==> config.mk <==
export PLATFORM = sky130hd
export DESIGN_NAME = sfd_delay
export DESIGN_NICKNAME = d
export VERILOG_FILES = /design/src/design/sfd_delay.sv
export SDC_FILE = /design/constraint.sdc
export NUM_CORES = 1
export LEC_CHECK = 0
export CORE_MARGIN = 5
export CORE_UTILIZATION = 55
export DETAILED_ROUTE_END_ITERATION = 16
export DONT_BUFFER_PORTS = 1
export PLACE_DENSITY_LB_ADDON = 0.05
export SLEW_MARGIN = 20
export SYNTH_ARGS = -nofsm -noshare
export SYNTH_HDL_FRONTEND = slang
export SYNTH_SLANG_ARGS = --single-unit
==> constraint.sdc <==
create_clock -name clk_i -period 1 [get_ports clk_i]
set_clock_uncertainty 0.05 [all_clocks]
set_input_delay 0.2 -clock clk_i [delete_from_list [all_inputs] [get_ports clk_i]]
set_output_delay 0.2 -clock clk_i [all_outputs]
set_load 0.05 [all_outputs]
==> src/design/sfd_delay.sv <==
// ---------------------------------------------------------------------------
// sfd_delay: valid and side data delay line
// Carries a valid bit and a side word through a fixed number of stages that
// advance together with the data path.
// ---------------------------------------------------------------------------
module sfd_delay #(
  parameter int W     = 8,
  parameter int DEPTH = 4
) (
  input  logic         clk_i,
  input  logic         rst_ni,
  input  logic         en_i,
  input  logic         valid_i,
  input  logic [W-1:0] data_i,
  output logic         valid_o,
  output logic [W-1:0] data_o
);

  logic         v_q [DEPTH];
  logic [W-1:0] d_q [DEPTH];

  always_ff @(posedge clk_i or negedge rst_ni) begin
    if (!rst_ni) begin
      for (int i = 0; i < DEPTH; i++) v_q[i] <= 1'b0;
    end else if (en_i) begin
      v_q[0] <= valid_i;
      for (int i = 1; i < DEPTH; i++) v_q[i] <= v_q[i-1];
    end
  end

  always_ff @(posedge clk_i) begin
    if (en_i) begin
      d_q[0] <= data_i;
      for (int i = 1; i < DEPTH; i++) d_q[i] <= d_q[i-1];
    end
  end

  assign valid_o = v_q[DEPTH-1];
  assign data_o  = d_q[DEPTH-1];

endmodule

[After elaboration in Yosys (flattened, before gate mapping)]
Memories as Yosys holds them, arrays and structs flattened.
Index checks and enable logic that the tools add are counted.
Word-level totals
  flip-flop bits (word level): 4
  output and inout bits: 9
  RAM bits: 32
  bits of input ports: 12
  logic and storage cells: 7
  memories: 1
Operators by class
  multiplexer cells: 2
Memory list
  d_q: depth 4, bits a word 8, rd ports 4, clocked after Yosys merged registers in 0, wr ports 4, line 20  | logic [W-1:0] d_q [DEPTH];
Operator list (count)
  $mux W1: 2

[Depth between registers and ports, before layout]
  depth in word-level cells: 2
  gate-level depth with buffers: 1

[Worst setup path before layout]
No wires, ideal clock.
  path kind: reg2reg
  start point: reg, netlist name valid_o
  end point: reg v_q (netlist bit valid_o)
  setup time: 0.125 ns
  path slack: -0.038 ns
  data required time: 0.825 ns
  data arrival time: 0.863 ns
  cell stages (with the launch flop): 2
  path buffers: 0
  path through: dfrtp_1 > mux2_2
RTL lines
  end: declaration: line 19  | logic v_q [DEPTH];

==> flow_summary_export.csv <==
group,metric,value,unit
setup_path,path_cells,"buf_12",
power_and_ir_drop,p_comb_share,9.5,%
logic_synthesis,ys_ff_latch,36,
die,start_util,57.0,%
global_routing,grt_max_degree,37,
clocking,hold_buffers,10,
route,drtIter0Drc,10,
cells_and_area,final_cell_count_no_fill,94,
sta,holdWs,-68.2,ps
clocking,cts.path.max_buffers,2,
die,row_count,16,
place,gp_congestion,0.636,
setup_path,path_depth,1,
setup_path,criticalPathCategory,"reg -> out",
flow_run,cap_violations,0,
clocking,cts.htree.levels,2,
setup_path,crit_arrival,930,ps
route,wl,1480,um
logic_synthesis,ys_seq_area_share,95.9,%
setup_path,crit_fanout,1,
cells_and_area,fillCellCount,103,
setup_path,slowest_delay,440,ps
clocking,cts_tree,"done",
clocking,clock_latency,320,ps
die,pin_count,21,
sta,hold_viol,36,
global_routing,grt_overflow,0,
die,core-area,1940,um2
cells_and_area,finalNetCount,78,
setup_path,path_buf_inv,1,
min_path,hold_class,"in -> reg",
logic_synthesis,synth.top_cells.by_area,"edfxtp_1, dfrtp_1, mux2_2",
power_and_ir_drop,swShare,22.2,%
cells_and_area,antenna_cells,0,
sta,report.final.slew_viol_count,0,
sta,finalSetupViolCount,9,
power_and_ir_drop,p_leak,0.000530,uW
logic_synthesis,netlist_area,1110,um2
global_routing,antenna_found_initial,0,
cells_and_area,final_core_util,75.4,%
logic_synthesis,synth.largest_area_cell,"edfxtp_1",
power_and_ir_drop,internal_power,2160,uW
global_routing,grt_pass1_vias,480,
clocking,cts_buffers,5,
logic_synthesis,syn_inst,40,
clocking,post_cts_buffers,0,
setup_path,cp-end-kind,"primary output",
route,wire_per_inst,15.8,um
route,drtAntennaViolNets,0,
logic_synthesis,yosys_warnings,0,
place,port_buffers,0,
die,dieHeight,54.8,um
setup_path,critPathTopFamily,"flip-flops",
place,dp.cells,76,
cells_and_area,syn_to_final_growth,32.4,%
status,status,"complete, but fails checks",
status,violations,"negative hold slack, negative setup slack",
route,dr.pass1.iters,4,
clocking,cts_root_buf,"clkbuf_4",
clocking,numClockSinks,36,
logic_synthesis,synth_fp_nets,52,
cells_and_area,final_layout_size_suffix_gt1_share,31.3,%
logic_synthesis,synth_top_area_share,86.9,%
power_and_ir_drop,sequentialPowerShare,65.5,%
sta,max_freq,847,MHz
global_routing,track_usage,12.7,%
logic_synthesis,synthDistinctLibCells,3,
sta,rsz0062_at_grt,"true",
global_routing,grt_pass1_wl,2330,um
die,fp.dieW,54.8,um
power_and_ir_drop,switchingPower,619,uW
power_and_ir_drop,ir_drop,0.00175,V
sta,postLayoutSetupSlackWorst,-181,ps
setup_path,crit_slowest_cell,"edfxtp_1",
route,num_vias,458,
logic_synthesis,avgSynthCellArea,27.7,um2
min_path,whs_path_depth,0,
sta,period_share,118,%
sta,finalCriticalPeriod,1180,ps
clocking,clkTransAtPathRegs,100,ps
power_and_ir_drop,powerDensity,1900,nW/um2
power_and_ir_drop,power_frac_clock,25.0,%
sta,max_slew_margin,87.1,%
setup_path,worstRegToRegCells,1,
route,route.detailed.drc,0,
setup_path,cp-start-kind,"flop",
route,via_per_inst,4.87,
setup_path,worstPathRequired,750,ps
sta,worst_slew_pin_slew,193,ps
die,dieArea,3010,um2
[metrics by stage]
| stage | instance area [um2] | TNS, ps | hold WS [ps] | power (uW) | worst slack (ps) |
|---|---|---|---|---|---|
| 6_report | 1460 | -1500 | -68.2 | 2780 | -181 |
| 3_5_place_dp | 1310 | 0 | -145 | 2080 | 164 |
| 3_3_place_gp | 1310 | 0 | -145 | 2060 | 189 |
| 4_1_cts | 1460 | -1690 | -85.8 | 2790 | -214 |
| 5_1_grt | 1460 | -2010 | -103 | 2920 | -235 |
| 2_1_floorplan | 1110 | 0 | -146 | 1960 | 47.8 |
[per-layer routing]
layer / track usage [%] / wire length, um / up-vias
li1: - / - / 210
met3: 6.27 / 132 / 3
met2: 19.9 / 784 / 26
met5: 0 / 0 / -
met1: 13.2 / 541 / 219
met4: 8.71 / 23 / 0
[area by class of cell]
class | count | area [um2] | share of cell area [%]
multi-input cells | 4 | 45.0 | 3.08
flip-flops and latches | 36 | 1060 | 72.6
well taps | 27 | 33.8 | 2.31
clock inverters | 3 | 13.8 | 0.940
repair buffers | 19 | 272 | 18.5
clock buffers | 5 | 37.5 | 2.56
[kinds of logic (layout without fill, tap and decap cells)]
kind of cell | count (synthesis) | in the layout | synth area share [%]
mux | 4 | 4 | 4.07
buf+inv | 0 | 27 | 0
flops | 36 | 36 | 95.9
[cell usage after synthesis]
| master | instances |
|---|---|
| dfrtp_1 | 4 |
| edfxtp_1 | 32 |
| mux2_2 | 4 |
[power by group through the flow]
stage,logic (uW),clock network [uW],registers [uW]
floorplan,27.0,0,1930
global placement,219,0,1840
detailed placement,223,0,1850
CTS,261,706,1820
global route,271,809,1840
finish,263,697,1820
[repair_timing]
item	4_1_cts	5_1_grt
endpoints found under the hold margin	48	36
resized for setup	1	0
setup endpoints to repair	9	9
[final timing paths]
check / start / end / slack (ps)
setup / recovery: d_q[3][3] / data_o[3] / -180
hold / removal: en_i / d_q[0][7] / -70
setup reg to reg: valid_o / valid_o / 150
hold reg to reg: d_q[1][2] / d_q[2][2] / 380
max in group asynchronous: rst_ni / valid_o / 630
min in group asynchronous: rst_ni / v_q[1] / 80
[cells in the final DEF (no fill, tap or decap)]
cell type	count
buf_12	8
buf_6	1
clkbuf_4	5
clkinv_1	1
clkinv_2	2
dfrtp_1	3
dfrtp_2	1
dlygate4sd3_1	10
edfxtp_1	32
mux2_2	4
[sequential cells by signal, indices dropped and copies added, names as in the netlist]
name / flops
d_q: 32
v_q: 3
valid_o: 1
Power figures use the tool's default switching activity.
