File: src/design/sfd_pkg.sv
// ---------------------------------------------------------------------------
// sfd_pkg: shared types, constants and width helpers
// Holds the status codes, the control word that travels beside the data and
// the functions that size the internal words from the time format.
// ---------------------------------------------------------------------------
package sfd_pkg;

  localparam int DEF_TIME_WIDTH = 32;
  localparam int DEF_FRAC_BITS  = 16;

  localparam int VALUE_W   = 32;
  localparam int STATUS_W  = 2;
  localparam int MANT_FRAC = 30;
  localparam int MANT_W    = MANT_FRAC + 1;
  localparam int LOG_FRAC  = 32;
  localparam int LN_FRAC   = 20;
  localparam int LN2_W     = 24;
  localparam logic [LN2_W-1:0] LN2_Q24 = 24'd11629080;
  // The ln2 product carries LOG_FRAC + 24 fraction bits; LN_FRAC are kept.
  localparam int LN_DROP   = LOG_FRAC + LN2_W - LN_FRAC;

  typedef enum logic [STATUS_W-1:0] {
    ST_OK       = 2'd0,
    ST_RANGE    = 2'd1,
    ST_ZERO_LEN = 2'd2
  } status_e;

  typedef struct packed {
    logic    zero;
    status_e code;
  } sfd_ctrl_t;

  localparam int CTRL_W = $bits(sfd_ctrl_t);

  function automatic int int_width(input int tw, input int fb);
    return $clog2(tw + fb + 2) + 1;
  endfunction

  function automatic int lg_width(input int tw, input int fb);
    return int_width(tw, fb) + LOG_FRAC;
  endfunction

  function automatic int ln_width(input int tw, input int fb);
    return lg_width(tw, fb) + 1 + LN2_W + 1 - LN_DROP;
  endfunction

  function automatic int sh_pos(input int fb);
    return (LN_FRAC > fb) ? (LN_FRAC - fb) : 0;
  endfunction

  function automatic int sh_neg(input int fb);
    return (fb > LN_FRAC) ? (fb - LN_FRAC) : 0;
  endfunction

  function automatic int n_width(input int tw, input int fb);
    int pw;
    int a;
    int b;
    pw = tw + 1 + ln_width(tw, fb);
    a  = pw + sh_neg(fb);
    b  = tw + 1 + sh_pos(fb);
    return ((a > b) ? a : b) + 1;
  endfunction

  function automatic int d_width(input int tw, input int fb);
    return tw + 2 + sh_pos(fb);
  endfunction

endpackage

File: src/design/sfd_scale.sv
// ---------------------------------------------------------------------------
// sfd_scale: log difference, ln2 scaling and numerator build
// Four stages turn two base-2 logs into the dividend and divisor of the
// final rounded division.
// ---------------------------------------------------------------------------
module sfd_scale import sfd_pkg::*; #(
  parameter int TIME_WIDTH = DEF_TIME_WIDTH,
  parameter int FRAC_BITS  = DEF_FRAC_BITS,
  localparam int LGW  = lg_width(TIME_WIDTH, FRAC_BITS),
  localparam int NUMW = TIME_WIDTH + 1,
  localparam int NW   = n_width(TIME_WIDTH, FRAC_BITS),
  localparam int DDW  = d_width(TIME_WIDTH, FRAC_BITS)
) (
  input  logic                  clk_i,
  input  logic                  en_i,
  input  logic signed [LGW-1:0] log_u_i,
  input  logic signed [LGW-1:0] log_w_i,
  input  logic [NUMW-1:0]       num_i,
  input  logic [TIME_WIDTH-1:0] len_i,
  output logic [NW-1:0]         dividend_o,
  output logic [DDW-1:0]        divisor_o,
  output logic                  neg_o
);

  localparam int DW  = LGW + 1;
  localparam int LNW = ln_width(TIME_WIDTH, FRAC_BITS);
  localparam int H   = (NUMW + 1) / 2;
  localparam int HI  = NUMW - H;
  localparam int PW  = NUMW + LNW;
  localparam int SHP = sh_pos(FRAC_BITS);
  localparam int SHN = sh_neg(FRAC_BITS);
  localparam int RW  = DW + LN2_W + 1;

  // Stage 1: signed difference and its magnitude.
  logic signed [DW-1:0] diff;
  logic [DW-1:0]        s1_mag_q;
  logic                 s1_neg_q;
  logic [NUMW-1:0]      s1_num_q;
  logic [TIME_WIDTH-1:0] s1_len_q;

  assign diff = DW'(log_u_i) - DW'(log_w_i);

  always_ff @(posedge clk_i) begin
    if (en_i) begin
      s1_neg_q <= diff[DW-1];
      s1_mag_q <= diff[DW-1] ? DW'(-diff) : DW'(diff);
      s1_num_q <= num_i;
      s1_len_q <= len_i;
    end
  end

  // Stage 2: times ln2, rounded half up to the ln fraction.
  logic [RW-1:0]         lnp;
  logic [LNW-1:0]        s2_ln_q;
  logic                  s2_neg_q;
  logic [NUMW-1:0]       s2_num_q;
  logic [TIME_WIDTH-1:0] s2_len_q;

  assign lnp = RW'(s1_mag_q * LN2_Q24) + (RW'(1) << (LN_DROP - 1));

  always_ff @(posedge clk_i) begin
    if (en_i) begin
      s2_ln_q  <= lnp[LN_DROP +: LNW];
      s2_neg_q <= s1_neg_q;
      s2_num_q <= s1_num_q;
      s2_len_q <= s1_len_q;
    end
  end

  // Stage 3: two partial products of the numerator.
  logic [H+LNW-1:0]      s3_p0_q;
  logic [HI+LNW-1:0]     s3_p1_q;
  logic                  s3_neg_q;
  logic [TIME_WIDTH-1:0] s3_len_q;

  always_ff @(posedge clk_i) begin
    if (en_i) begin
      s3_p0_q  <= s2_num_q[H-1:0] * s2_ln_q;
      s3_p1_q  <= s2_num_q[NUMW-1:H] * s2_ln_q;
      s3_neg_q <= s2_neg_q;
      s3_len_q <= s2_len_q;
    end
  end

  // Stage 4: full product, rounding term and divisor.
  logic [PW-1:0]  prod;
  logic [NW-1:0]  s4_n_q;
  logic [DDW-1:0] s4_d_q;
  logic           s4_neg_q;

  assign prod = PW'(s3_p0_q) + (PW'(s3_p1_q) << H);

  always_ff @(posedge clk_i) begin
    if (en_i) begin
      s4_n_q   <= (NW'(prod) << SHN) + (NW'(s3_len_q) << (1 + SHP));
      s4_d_q   <= DDW'(s3_len_q) << (2 + SHP);
      s4_neg_q <= s3_neg_q;
    end
  end

  assign dividend_o = s4_n_q;
  assign divisor_o  = s4_d_q;
  assign neg_o      = s4_neg_q;

endmodule

File: config.mk
export PLATFORM = sky130hd
export DESIGN_NAME = sfd_scale
export DESIGN_NICKNAME = d
export VERILOG_FILES = /design/src/design/sfd_pkg.sv /design/src/design/sfd_scale.sv
export SDC_FILE = /design/constraint.sdc
export NUM_CORES = 2
export LEC_CHECK = 0
export BUFFER_PORTS_ARGS = -buffer_cell sky130_fd_sc_hd__buf_2
export CAP_MARGIN = 20
export CORE_ASPECT_RATIO = 0.7
export CORE_MARGIN = 2
export CORE_UTILIZATION = 60
export DETAILED_ROUTE_END_ITERATION = 7
export PLACE_DENSITY = 0.78
export SLEW_MARGIN = 10
export SYNTH_ARGS = -nofsm -noshare
export SYNTH_HDL_FRONTEND = slang
export SYNTH_SLANG_ARGS = --single-unit
File: constraint.sdc
create_clock -name clk_i -period 15 [get_ports clk_i]
set_input_delay 1.5 -clock clk_i [delete_from_list [all_inputs] [get_ports clk_i]]
set_output_delay 1.5 -clock clk_i [all_outputs]
set_load 0.01 [all_outputs]
# Word level (Yosys, flattened, before mapping)
# Index checks and enable logic that the tools add are counted.
dict set report op_classes {
  n_mux 1
  multipliers 3
  addsub 5
}
# op count
set ops {}
lappend ops {{$add 64x36->65 const B} 1}
lappend ops {{$add 62x37->63} 1}
lappend ops {{$add 46x62->62} 1}
lappend ops {{$mul 40x21->61 const B} 1}
lappend ops {{$mul 17x29->46} 1}
lappend ops {{$mul 16x29->45} 1}
lappend ops {{$neg 40->40} 1}
lappend ops {{$sub 39x39->40} 1}
lappend ops {{$mux 39} 1}
dict set report totals {
  out_inout_bits 102
  inputBits 145
  elab_cells 25
  regBits 421
}

# Logic depth before layout (Yosys ltp)
dict set report logic_depth {
  depth_word 3
  ltp_mapped 28
  depth_no_buf 26
}

# Worst setup path before layout
# OpenSTA, ideal clock, no wires.
dict set report synth_timing {
  kind {register to register}
  start {register s1_mag_q[7]}
  end {register s2_ln_q[26], data pin}
  stages_incl_launch_ff 29
  path_slack_ns 6.926
  path_buffers 2
  arrival_time_ns 7.816
  setup_time_ns 0.258
  required_ns 14.742
  period_less_slack_ns 8.074
  path_cell_list {edfxtp_1 -> inv_1 -> fa_1 -> fa_1 -> inv_1 -> ha_1 -> inv_1 -> fa_1 -> inv_1 -> fa_1 -> fa_1 -> inv_1 -> fa_1 -> inv_1 -> ha_1 -> buf_2 -> o21ai_0 -> a211oi_1 -> a211oi_1 -> nand4_1 -> a31oi_1 -> xor2_1 -> or4b_1 -> or4_4 -> or4_1 -> buf_2 -> o31a_1 -> nor3_2 -> xnor2_1}
}
dict set report synth_between {
  elab_chain_cells 2
}
# element line
set synth_rtl {}
lappend synth_rtl {{start, declared} sfd_scale.sv:36} ;# logic [DW-1:0] s1_mag_q;
lappend synth_rtl {{start signal, assigned} sfd_scale.sv:46} ;# s1_mag_q <= diff[DW-1] ? DW'(-diff) : DW'(diff);
lappend synth_rtl {{$mul 40x21->61} sfd_scale.sv:59} ;# assign lnp = RW'(s1_mag_q * LN2_Q24) + (RW'(1) << (LN_DROP - 1));
lappend synth_rtl {{$add 64x36->65} sfd_scale.sv:59}
lappend synth_rtl {{named net lnp[62]} sfd_scale.sv:53} ;# logic [RW-1:0] lnp;
lappend synth_rtl {{end signal, assigned} sfd_scale.sv:63} ;# s2_ln_q <= lnp[LN_DROP +: LNW];
lappend synth_rtl {{end, declared} sfd_scale.sv:54} ;# logic [LNW-1:0] s2_ln_q;
# The timed path passes the listed nets, and every way through them passes these cells.
# A chain may end at the register's enable or synchronous reset.

# Worst setup path after layout
dict set report layout_timing {
  start {register s1_mag_q[15]}
  end {register s2_ln_q[26], data pin}
}
# Same word-level chain as after synthesis.

==> results.rst <==
.. list-table::
   :header-rows: 1

   * - Metric
     - Value
   * - Number of global-route vias before repair
     - ~47,000
   * - Shortest clock period the worst path allows after layout
     - 9.39 ns
   * - Portion of synthesized cell area occupied by the leading cell type
     - 33.7%
   * - Final-report setup violation count
     - 0
   * - Number of placed I/O pins
     - 247
   * - Chain of cells forming the critical path
     - inv_1 > fa_1 > fa_1 > inv_1 > ha_1 > fa_1 > fa_1 > fa_1 > inv_1 > fa_1 > inv_1 > ha_1 > a21oi_1 > o211ai_1 > a21boi_1 > nand4_1 > o211ai_1 > o221ai_1 > or4b_1 > or4_4 > or4_1 > o31a_1 > nor3_2 > xnor2_1
   * - Unique cell type count in the Yosys netlist
     - 85
   * - Max cap viols
     - 0
   * - Leading register cell type out of synthesis
     - edfxtp_1
   * - Antenna-violating nets left
     - 0
   * - Hold Path Origin
     - s1_num_q[12]
   * - 1st-pass router iterations
     - 7
   * - Die boundary height
     - 275 µm
   * - Yosys top cell by area
     - fa_1
   * - Most used standard cells in the synthesized netlist
     - inv_1 (1,295), fa_1 (1,062), nand2_1 (903)
   * - Post-cts resize count
     - 0
   * - Worst setup slack after placement
     - 5.80 ns
   * - Average cell area after synthesis
     - 9.85 µm²
   * - Remaining global-route overflow
     - 0
   * - Final HPWL DP
     - 120,000 µm
   * - Number of standard cells in the final layout excluding fillers
     - 7,986
   * - Synthesis-to-finish area growth
     - 6.76%
   * - Post-layout net count
     - 8,376
   * - Vias per std cell
     - 5.68
   * - Final worst-path cycle share
     - 62.6%
   * - DRC
     - 0
   * - Horiz. Die Dim
     - 392 µm
   * - Cell count of the worst reg-to-reg path
     - 24
   * - Flop and latch count out of synthesis
     - ~420
   * - Final WL
     - 151,000 µm
   * - Pin count of the biggest net entering global routing
     - 144
   * - Critical Path End Type
     - register
   * - Maximum clock skew at final layout
     - ~0.062 ns
   * - Buffer cell driving the clock tree root
     - clkbuf_16
   * - Fraction of layout instances using a drive strength above 1
     - 6.41%
   * - Count of port buffers added during placement
     - 240
   * - Slew @ Worst Pin
     - 1.01 ns
   * - Type of the worst min-delay path
     - register to register
   * - Maximum fanout encountered on the critical timing path
     - 7
   * - Via Count
     - 45,377
   * - Number of levels in the clock H-tree
     - 2
   * - Crit path setup slack, layout
     - 5.61 ns
   * - CTS tree
     - yes
   * - Sink count of the clock tree
     - 421
   * - First-pass GRT wire length
     - between 200,000 and 250,000 µm
   * - Most frequent cell after synthesis
     - inv_1
   * - Sum of negative setup slack
     - 0 ns
   * - Later-pin clock latency in the skew report
     - 0.66 ns
   * - Number of hold violations in the final report
     - 0
   * - Number of antenna violations at the first check in global routing
     - 4
   * - Cts-stage hold buffer count
     - 0
   * - Most common cell type on the critical path
     - fa_1
   * - GRT Total Usage
     - just under 30%
   * - Starting density of the core
     - 60.5%
   * - Category of the critical setup timing path
     - register to register
   * - Final weighted congestion of routability-driven global placement
     - 0.932
   * - Reg-to-reg setup timing slack
     - 5.61 ns
   * - Proportion of register bits with asynchronous set or reset after synthesis
     - 0%
   * - Synth warnings
     - 0
   * - Core region area
     - 0.104 mm²
   * - Worst-case hold path end point
     - s2_num_q[12]
   * - Data required time of the critical path
     - 15.37 ns
   * - Max-Slew Margin vs Limit
     - 30.7%
   * - Clk buf depth
     - 3
   * - Worst hold stages
     - 0
   * - Drt first-iter violations
     - 3,606
   * - Sequential-to-total area share from yosys stat
     - around 20%
   * - Reg2Reg Capture Point
     - s2_ln_q[26]
   * - Max Clk Rate
     - 107 MHz
   * - Setup fix buffers added after clock tree synthesis
     - 0
   * - Arrival time at the worst endpoint
     - 9.76 ns
   * - Row count
     - 99
   * - Filler Cells Inserted
     - roughly 8,400
   * - Clock transition at the registers of the reported paths
     - 0.07 ns
   * - Run status
     - complete, no violations
   * - Area enclosed by the die boundary
     - ~0.11 mm²
   * - Kind of cell with the highest combined delay on the critical path
     - adder cells
   * - Routed length per placed instance
     - between 15 and 20 µm
   * - Number of enable-type register cells in the synthesized netlist
     - 421
   * - Buf+Inv Stages, Crit Path
     - 4
   * - Worst stage delay on the critical path
     - roughly 0.77 ns
   * - Cell with the largest stage delay on the worst path
     - o211ai_1
   * - Combined area of all synthesized cells
     - roughly 0.063 mm²
   * - Synth Instances
     - 6,407
   * - Largest cells by area after synthesis
     - fa_1 (34%), edfxtp_1 (20%), ha_1 (13%)
   * - CP Launch Type
     - register
   * - Placed Cells incl. Taps
     - 7,891
   * - Number of pins exceeding their max-slew limit in the final report
     - 0
   * - Inserted Clock Buffers
     - 46
   * - Beginning of the worst register-to-register path
     - s1_mag_q[15]
   * - Setup repair after global routing missed its margin
     - no
## sequential cells by signal, indices dropped and copies added (netlist names)
name,count
dividend_o,63
s1_len_q,32
s3_p0_q,46
s3_neg_q,1
s3_len_q,32
divisor_o,32
s2_neg_q,1
s3_p1_q,45
s1_mag_q,40
s1_num_q,33
s1_neg_q,1
s2_num_q,33
s2_ln_q,29
s2_len_q,32
neg_o,1
## through the flow
step	hold WS [ns]	util [%]	area, µm²
2_1_floorplan	0.400	-	63100
3_3_place_gp	0.401	63.0	65700
3_5_place_dp	0.405	63.0	65700
4_1_cts	0.407	64.4	67200
5_1_grt	0.405	64.6	67400
6_report	0.403	64.6	67400
## cells in the final DEF (no fill, tap or decap), types with 13 or more instances in the layout
cell type  netlist  routed
a31oi_1         35      34
a21o_1         122     122
nor4_1          20      20
a211oi_1        32      32
nand3_1         50      50
xor2_1          85      85
and3_1          21      21
nand2b_1        30      30
o21bai_1        29      29
inv_1         1295    1295
nor3b_1         13      13
nor3_1          46      46
or3_1           13      13
xnor2_1        193     193
buf_2            3     239
o21a_1          33      33
o21ai_0        129     129
nand2_1        903     903
nor2b_1         34      34
edfxtp_1       421     421
fa_1          1062    1062
nand4_1         46      46
and2_1         268     268
ha_1           637     637
nor2_1         174     174
o211ai_1        34      34
a21oi_1        231     231
buf_4            6      66
clkbuf_16        0      48
## kinds of logic after synthesis
group / after synthesis / share of synthesized area, %
muxes: 5 / 0.0813
other: 1 / 0.00594
adders and majority gates: 1700 / 46.3
buffers and inverters: 1537 / 9.19
and+or+nand+nor: 1675 / 12.4
DFF: 421 / 20.0
xor gates and xnor gates: 278 / 3.86
AOI/OAI and AO/OA: 790 / 8.14
## how the worst max path moves through the flow
| stage | from | endpoint | slack, ns | cells after the start |
|---|---|---|---|---|
| after floorplan | s1_mag_q[7] | s2_ln_q[26] | 6.93 | 28 |
| after global placement | s1_mag_q[7] | s2_ln_q[26] | 5.89 | 26 |
| after detailed placement | s1_mag_q[15] | s2_ln_q[26] | 5.80 | 24 |
| after CTS | s1_mag_q[15] | s2_ln_q[26] | 5.76 | 24 |
| after global routing | s1_mag_q[15] | s2_ln_q[26] | 5.19 | 24 |
| final | s1_mag_q[15] | s2_ln_q[26] | 5.61 | 24 |
## metal layers
| metal | wire length [µm] | share of wire (%) | track usage, % |
|---|---|---|---|
| met1 | 68500 | 46 | 44.2 |
| met4 | 2740 | 1.8 | 5.73 |
| met3 | 15000 | 10 | 5.92 |
| met2 | 64200 | 43 | 43.5 |
| met5 | 47 | 0.031 | 0 |
## worst reg2reg max path: stages (launching register included)
cell      delay, ns
edfxtp_1       0.56
inv_1          0.26
fa_1           0.54
fa_1           0.51
inv_1          0.04
ha_1           0.30
fa_1           0.48
fa_1           0.52
fa_1           0.54
inv_1          0.05
fa_1           0.53
inv_1          0.04
ha_1           0.37
a21oi_1        0.46
o211ai_1       0.14
a21boi_1       0.28
nand4_1        0.23
o211ai_1       0.77
o221ai_1       0.22
or4b_1         0.50
or4_4          0.57
or4_1          0.66
o31a_1         0.31
nor3_2         0.18
xnor2_1        0.08
## cell type report
cell class	instances	area, µm²	share of cell area [%]
Sequential cell	421	12600	18.8
Clock inverter	34	319	0.474
Multi-Input combinational cell	4454	44700	66.3
Tap cell	1414	1770	2.63
Clock buffer	52	1170	1.74
Inverter	1295	4860	7.22
Timing Repair Buffer	314	1900	2.82
Antenna cell	2	5.00	0.00743
Power is left out: the tool's default activity adds up to more than one toggle a clock period on the data nets, which glitch-free logic cannot reach.
